==> src/sv/sidach_pkg.sv <==
// types, constants and the id mask function shared by the access code hash block
// no dependencies
package sidach_pkg;

	typedef logic [31:0] word_t;

	// request to the shared multiplier
	typedef struct packed {
		logic  en;
		word_t a;
		word_t b;
	} mul_req_t;

	localparam int ByteW  = 8;
	localparam int WordW  = 32;
	localparam int TdataW = ByteW + WordW;

	localparam word_t FwdEven = 32'd9;
	localparam word_t FwdOdd  = 32'd17;
	localparam word_t WgtEven = 32'd17;
	localparam word_t WgtOdd  = 32'd33;

	function automatic word_t id_mask(input word_t id);
		logic [7:0] b0, b1, b2, b3, hi, lo;
		b0 = id[7:0];
		b1 = id[15:8];
		b2 = id[23:16];
		b3 = id[31:24];
		hi = (b2 == 8'h00) ? ~b1 : b2;
		lo = (b3 == 8'h00) ? ~b0 : b3;
		return {b0, hi, b1, lo};
	endfunction

endpackage

==> src/sv/sidach_mul.sv <==
// shared 32 x 32 multiplier keeping the low word, product registered
// depends on sidach_pkg
module sidach_mul (
	input  logic                 clk,
	input  sidach_pkg::mul_req_t req,
	output sidach_pkg::word_t    p
);

	sidach_pkg::word_t p_q;

	always_ff @(posedge clk) begin
		if (req.en) begin
			p_q <= sidach_pkg::word_t'(req.a * req.b);
		end
	end

	assign p = p_q;

endmodule

==> src/sv/sidach_seq.sv <==
// sequencer and hash state: drives the shared multiplier per byte and for the final code
// depends on sidach_pkg
module sidach_seq (
	input  logic                 clk,
	input  logic                 arst_n,
	input  logic                 start,
	input  logic [7:0]           text_byte,
	input  logic                 has_byte,
	input  logic                 last,
	input  sidach_pkg::word_t    id,
	input  logic                 out_free,
	input  sidach_pkg::word_t    mul_p,
	output sidach_pkg::mul_req_t mul_req,
	output logic                 idle,
	output logic                 done,
	output sidach_pkg::word_t    code
);

	localparam logic [2:0] S_IDLE  = 3'd0;
	localparam logic [2:0] S_FWD   = 3'd1;
	localparam logic [2:0] S_WSUM  = 3'd2;
	localparam logic [2:0] S_WGT   = 3'd3;
	localparam logic [2:0] S_WEND  = 3'd4;
	localparam logic [2:0] S_CODE1 = 3'd5;
	localparam logic [2:0] S_CODE2 = 3'd6;
	localparam logic [2:0] S_CODE3 = 3'd7;

	logic [2:0]        state_q;
	logic [7:0]        byte_q;
	logic              last_q;
	sidach_pkg::word_t id_q;
	sidach_pkg::word_t fwd_q;
	sidach_pkg::word_t wsum_q;
	sidach_pkg::word_t weight_q;
	logic              odd_q;

	sidach_pkg::word_t c_ext;
	sidach_pkg::word_t mask;

	assign c_ext = {{(sidach_pkg::WordW - sidach_pkg::ByteW){byte_q[7]}}, byte_q};
	assign mask  = sidach_pkg::id_mask(id_q);

	always_comb begin
		mul_req = '0;
		unique case (state_q)
			S_FWD: begin
				mul_req.en = 1'b1;
				mul_req.a  = fwd_q;
				mul_req.b  = odd_q ? sidach_pkg::FwdOdd : sidach_pkg::FwdEven;
			end
			S_WSUM: begin
				mul_req.en = 1'b1;
				mul_req.a  = c_ext;
				mul_req.b  = weight_q;
			end
			S_WGT: begin
				mul_req.en = 1'b1;
				mul_req.a  = weight_q;
				mul_req.b  = odd_q ? sidach_pkg::WgtOdd : sidach_pkg::WgtEven;
			end
			S_CODE1: begin
				mul_req.en = 1'b1;
				mul_req.a  = (wsum_q ^ mask) + (fwd_q | id_q);
				mul_req.b  = fwd_q | mask;
			end
			S_CODE2: begin
				mul_req.en = 1'b1;
				mul_req.a  = mul_p;
				mul_req.b  = wsum_q ^ id_q;
			end
			default: begin
				mul_req = '0;
			end
		endcase
	end

	assign idle = (state_q == S_IDLE);
	assign done = (state_q == S_CODE3) && out_free;
	assign code = mul_p;

	// item payload
	always_ff @(posedge clk) begin
		if (start) begin
			byte_q <= text_byte;
			last_q <= last;
			id_q   <= id;
		end
	end

	always_ff @(posedge clk or negedge arst_n) begin
		if (!arst_n) begin
			state_q  <= S_IDLE;
			fwd_q    <= '0;
			wsum_q   <= '0;
			weight_q <= 32'd1;
			odd_q    <= 1'b0;
		end else begin
			unique case (state_q)
				S_IDLE: begin
					if (start) begin
						if (has_byte) begin
							state_q <= S_FWD;
						end else if (last) begin
							state_q <= S_CODE1;
						end
					end
				end
				S_FWD: begin
					state_q <= S_WSUM;
				end
				S_WSUM: begin
					fwd_q   <= mul_p + c_ext;
					state_q <= S_WGT;
				end
				S_WGT: begin
					wsum_q  <= wsum_q + mul_p;
					state_q <= S_WEND;
				end
				S_WEND: begin
					weight_q <= mul_p;
					odd_q    <= ~odd_q;
					state_q  <= last_q ? S_CODE1 : S_IDLE;
				end
				S_CODE1: begin
					state_q <= S_CODE2;
				end
				S_CODE2: begin
					state_q <= S_CODE3;
				end
				S_CODE3: begin
					if (out_free) begin
						fwd_q    <= '0;
						wsum_q   <= '0;
						weight_q <= 32'd1;
						odd_q    <= 1'b0;
						state_q  <= S_IDLE;
					end
				end
				default: begin
					state_q <= S_IDLE;
				end
			endcase
		end
	end

endmodule

==> src/sv/string_id_access_code_hash_top.sv <==
// top level of the string and id access code hash: stream ports and output register
// depends on sidach_pkg, sidach_seq, sidach_mul
//
// channel    dir  width  contents
// s_axis     in   40+1+1 text byte and id, has_byte flag, end of string
// m_axis     out  32     access code
//
// an empty request stays in S_IDLE; a request with a byte runs S_FWD to S_WEND (one shared
// multiplier, three products per byte), and the end of a string adds the two code products.
// s_axis_tready is high only while the sequencer is idle.
// a finished code sits in the output register while the next requests are taken; a
// further code waits in the sequencer until that register is free.
// arst_n clears the hash state to its start values and empties the output register.
module string_id_access_code_hash_top (
	input  logic        clk,
	input  logic        arst_n,
	input  logic        s_axis_tvalid,
	output logic        s_axis_tready,
	input  logic [39:0] s_axis_tdata,  // text_byte [7:0], id [39:8]
	input  logic [0:0]  s_axis_tuser,  // has_byte [0]
	input  logic        s_axis_tlast,
	output logic        m_axis_tvalid,
	input  logic        m_axis_tready,
	output logic [31:0] m_axis_tdata   // access_code [31:0]
);

	sidach_pkg::mul_req_t mul_req;
	sidach_pkg::word_t    mul_p;
	sidach_pkg::word_t    code;
	logic                 idle;
	logic                 done;
	logic                 start;
	logic                 out_free;
	logic                 out_valid_q;
	sidach_pkg::word_t    out_data_q;

	assign start    = s_axis_tvalid && idle;
	assign out_free = !out_valid_q || m_axis_tready;

	sidach_seq u_seq (
		.clk       (clk),
		.arst_n    (arst_n),
		.start     (start),
		.text_byte (s_axis_tdata[7:0]),
		.has_byte  (s_axis_tuser[0]),
		.last      (s_axis_tlast),
		.id        (s_axis_tdata[39:8]),
		.out_free  (out_free),
		.mul_p     (mul_p),
		.mul_req   (mul_req),
		.idle      (idle),
		.done      (done),
		.code      (code)
	);

	sidach_mul u_mul (
		.clk (clk),
		.req (mul_req),
		.p   (mul_p)
	);

	always_ff @(posedge clk or negedge arst_n) begin
		if (!arst_n) begin
			out_valid_q <= 1'b0;
		end else if (done) begin
			out_valid_q <= 1'b1;
		end else if (m_axis_tready) begin
			out_valid_q <= 1'b0;
		end
	end

	always_ff @(posedge clk) begin
		if (done) begin
			out_data_q <= code;
		end
	end

	assign s_axis_tready = idle;
	assign m_axis_tvalid = out_valid_q;
	assign m_axis_tdata  = out_data_q;

endmodule

==> config.mk <==
export PLATFORM = sky130hd
export DESIGN_NAME = string_id_access_code_hash_top
export DESIGN_NICKNAME = d
export VERILOG_FILES = /design/src/sv/sidach_pkg.sv /design/src/sv/sidach_mul.sv /design/src/sv/sidach_seq.sv /design/src/sv/string_id_access_code_hash_top.sv
export SDC_FILE = /design/constraint.sdc
export NUM_CORES = 2
export LEC_CHECK = 0
export BUFFER_PORTS_ARGS = -buffer_cell sky130_fd_sc_hd__buf_2
export CAP_MARGIN = 20
export CORE_ASPECT_RATIO = 1.1
export CORE_MARGIN = 5
export CORE_UTILIZATION = 65
export CTS_CLUSTER_SIZE = 25
export DETAILED_ROUTE_END_ITERATION = 8
export GPL_TIMING_DRIVEN = 0
export PLACE_DENSITY_LB_ADDON = 0.25
export SYNTH_ARGS = -nofsm -noshare
export SYNTH_HDL_FRONTEND = slang
export SYNTH_HIERARCHICAL = 1
export SYNTH_SLANG_ARGS = --single-unit
==> constraint.sdc <==
create_clock -name clk -period 13.92 [get_ports clk]
set_input_delay 1.392 -clock clk [delete_from_list [all_inputs] [get_ports clk]]
set_output_delay 1.392 -clock clk [all_outputs]
set_load 0.01 [all_outputs]
==> impl_results.md <==
* Outcome: finished, final reports clean
* Final GP Congestion at 1.05
* Die Ht at 236 um
* Post-CTS Setup Bufs at 0
* Clock slew seen by the registers of the worst setup and hold paths at 0.06 ns
* Worst setup path class: flop to flop
* Hold Crit Class: flop to flop
* Final WL at 110 mm
* Final Max Slew Viols at 0
* Yosys reg bits at 206
* Vias in the first global route at 26600
* Total iterations of the first detailed-routing run at 7
* Layout cells sized above 1 at 6.78%
* Endpoint, Worst Hold: u_seq/weight_q[25]
* Setup ws final at 1.02 ns
* Post-synth EDFFs at 105
* Crit-path slowest cell: a211oi_1
* IO buf count at 79
* IO Pins at 80
* Final-layout fill cell count at 3532
* CP endpoint kind: flop
* Reg area at 5680 um^2
* Avg Vias per Cell at 6.54
* Part of the Yosys area used for sequential elements at 18.8%
* Via count at 25800
* Most common cell after layout, fill and taps aside: fa_1
* Clock latency at the later pin of the worst-skew pair at 0.54 ns
* Min cycle time layout at 12.90 ns
* Post-synth top area share at 27.3%
* Die area at 50900 um^2
* RSZ-0062 raised after global routing: no
* Nets at 4025
* Num Clock Sinks at 206
* Clock skew at 0.0182 ns
* Detailed-route DRC error count at 0
* GRT Util Overall at 42.4%
* Fin crit share at 92.7%
* Largest net degree at the start of global routing at 53
* Hold depth at 1
* H-tree depth at 1
* Yosys warns at 6
* Synth area leaders: fa_1, edfxtp_1, ha_1, dfrtp_1, and2_1
* Clk buf depth at 3
* CP most frequent cell: fa_1
* Crit start category: flop
* Most frequent cells in the layout: fa_1, inv_1, and2_1, nand2_1, ha_1
* Syn avg cell area at 9.35 um^2
* Max cap viols at 0
* Area leader, netlist: fa_1
* TNS Setup at 0 ns
* Reg-to-reg endpoint: u_mul/p[31]
* Detail Placement HPWL at 88.6 mm
* Fin Hold WS at 0.534 ns
* Most used DFF post-synth: edfxtp_1
* Antenna violations before repair at 4
* Fin. Hold Viols at 0
* Post-cts sizing count at 0
* Total grt overflow at 0
* Slew HR at 17.9%
* Area growth from synthesis to final layout at 7.01%
* Ys async rst share at 49.0%
* Register-to-Register Path Depth at 41
* Post-Syn Nets at 3904
* Max Fanout on Critical Path at 10
* Count of final setup violators at 0
* Synthesized cell area at 30200 um^2
* Min-Delay Startpoint: u_seq/weight_q[25]
* First-pass GRT wire length at 162 mm
* CTS tree: yes
* CP required at 14.21 ns
* Setup WS pre-CTS at 1.48 ns
* Cells after synthesis at 3227
* Clock root buffer: clkbuf_16
* Placed instance area at 31500 um^2
* FP Rows at 82
* Post-route ant nets at 0
* CP max stage delay at 0.80 ns
* Initial Util at 66.0%
* Width of the die at 215 um
* WP data arrival at 13.19 ns
* CTS buffer count at 22
* Area of the multi-input gates at 22200 um^2
* Fin area at 32300 um^2
* Routed len/inst at 27.7 um
* RR Startpoint: u_seq/id_q[25]
* Initial DRC Count at 3256
* Actual slew at the worst max-slew pin at 1.23 ns
* Synth cell types at 84
* Hold buffers post-CTS at 0
* Reg2reg setup slack at 1.02 ns
* Core Box Area at 45800 um^2
* Fmax at 0.0775 GHz
how the worst max path moves through the flow:
stage	from	cells after the start	end
2_1_floorplan	u_seq/id_q[25]	42	u_mul/p[30]
3_3_place_gp	u_seq/id_q[25]	40	u_mul/p[31]
3_5_place_dp	u_seq/id_q[25]	41	u_mul/p[31]
4_1_cts	u_seq/id_q[25]	41	u_mul/p[31]
5_1_grt	u_seq/id_q[25]	41	u_mul/p[31]
6_report	u_seq/id_q[25]	41	u_mul/p[31]
cell usage after synthesis, types with 17 or more instances:
master	n
fa_1	411
inv_1	396
and2_1	377
nand2_1	294
ha_1	220
clkbuf_1	146
xnor2_1	132
o21ai_0	113
a21oi_1	111
nor2_1	110
edfxtp_1	105
dfrtp_1	100
xor2_1	80
a21o_1	69
nand3_1	53
a22o_1	35
o211ai_1	34
buf_4	32
a22oi_1	23
nor3_1	23
o22ai_1	23
or2_2	23
a211oi_1	22
nor2b_1	22
and3_1	21
nand2b_1	18
o21ai_1	17
registers in the layout, summed over array words and instances (netlist names):
signal	count
m_axis_tdata	32
u_seq/last_q	1
u_seq/wsum_q	32
u_mul/p	32
u_seq/id_q	32
m_axis_tvalid	1
u_seq/odd_q	1
u_seq/byte_q	8
u_seq/fwd_q	32
u_seq/weight_q	32
u_seq/state_q	3
stage by stage:
stage | util, % | std cells
6_report | 70.6 | 3953
3_3_place_gp | 68.4 | 3894
3_5_place_dp | 68.8 | 3910
4_1_cts | 70.5 | 3950
2_1_floorplan | - | 3227
5_1_grt | 70.6 | 3952
worst max-delay path, delay by kind of cell, from the launching register on:
family | cells | cell delay [ns]
xor+xnor | 3 | 0.32
fa+ha+maj | 11 | 5.02
simple gates | 9 | 1.74
flops | 1 | 0.52
buf+inv | 8 | 1.38
compound gates | 10 | 3.66
routing by layer:
layer	track usage, %	wire, um	vias to the layer above
li1	-	-	10800
met4	32.4	11200	2
met1	50.2	36500	12600
met3	7.98	11900	590
met5	0	13	-
met2	68.7	49900	1799
layout make-up:
cell class | count | area share (%)
Antenna cell | 1 | 0.00775
Buffer | 183 | 2.51
Clock buffer | 23 | 1.78
Clock inverter | 17 | 0.589
Inverter | 396 | 4.60
Multi-Input combinational cell | 2442 | 68.8
Sequential cell | 206 | 17.6
Tap cell | 588 | 2.28
Timing Repair Buffer | 97 | 1.83
cells by family after synthesis:
family          share of synthesized area [%]
compound gates                           13.0
xor+xnor                                 6.15
fa+ha+maj                                36.4
buf+inv                                  7.61
flops                                    18.8
mux                                     0.763
simple gates                             17.3
Power is not shown: default switching activity piles up to over one toggle a cycle in this logic, so the estimate is an artifact.
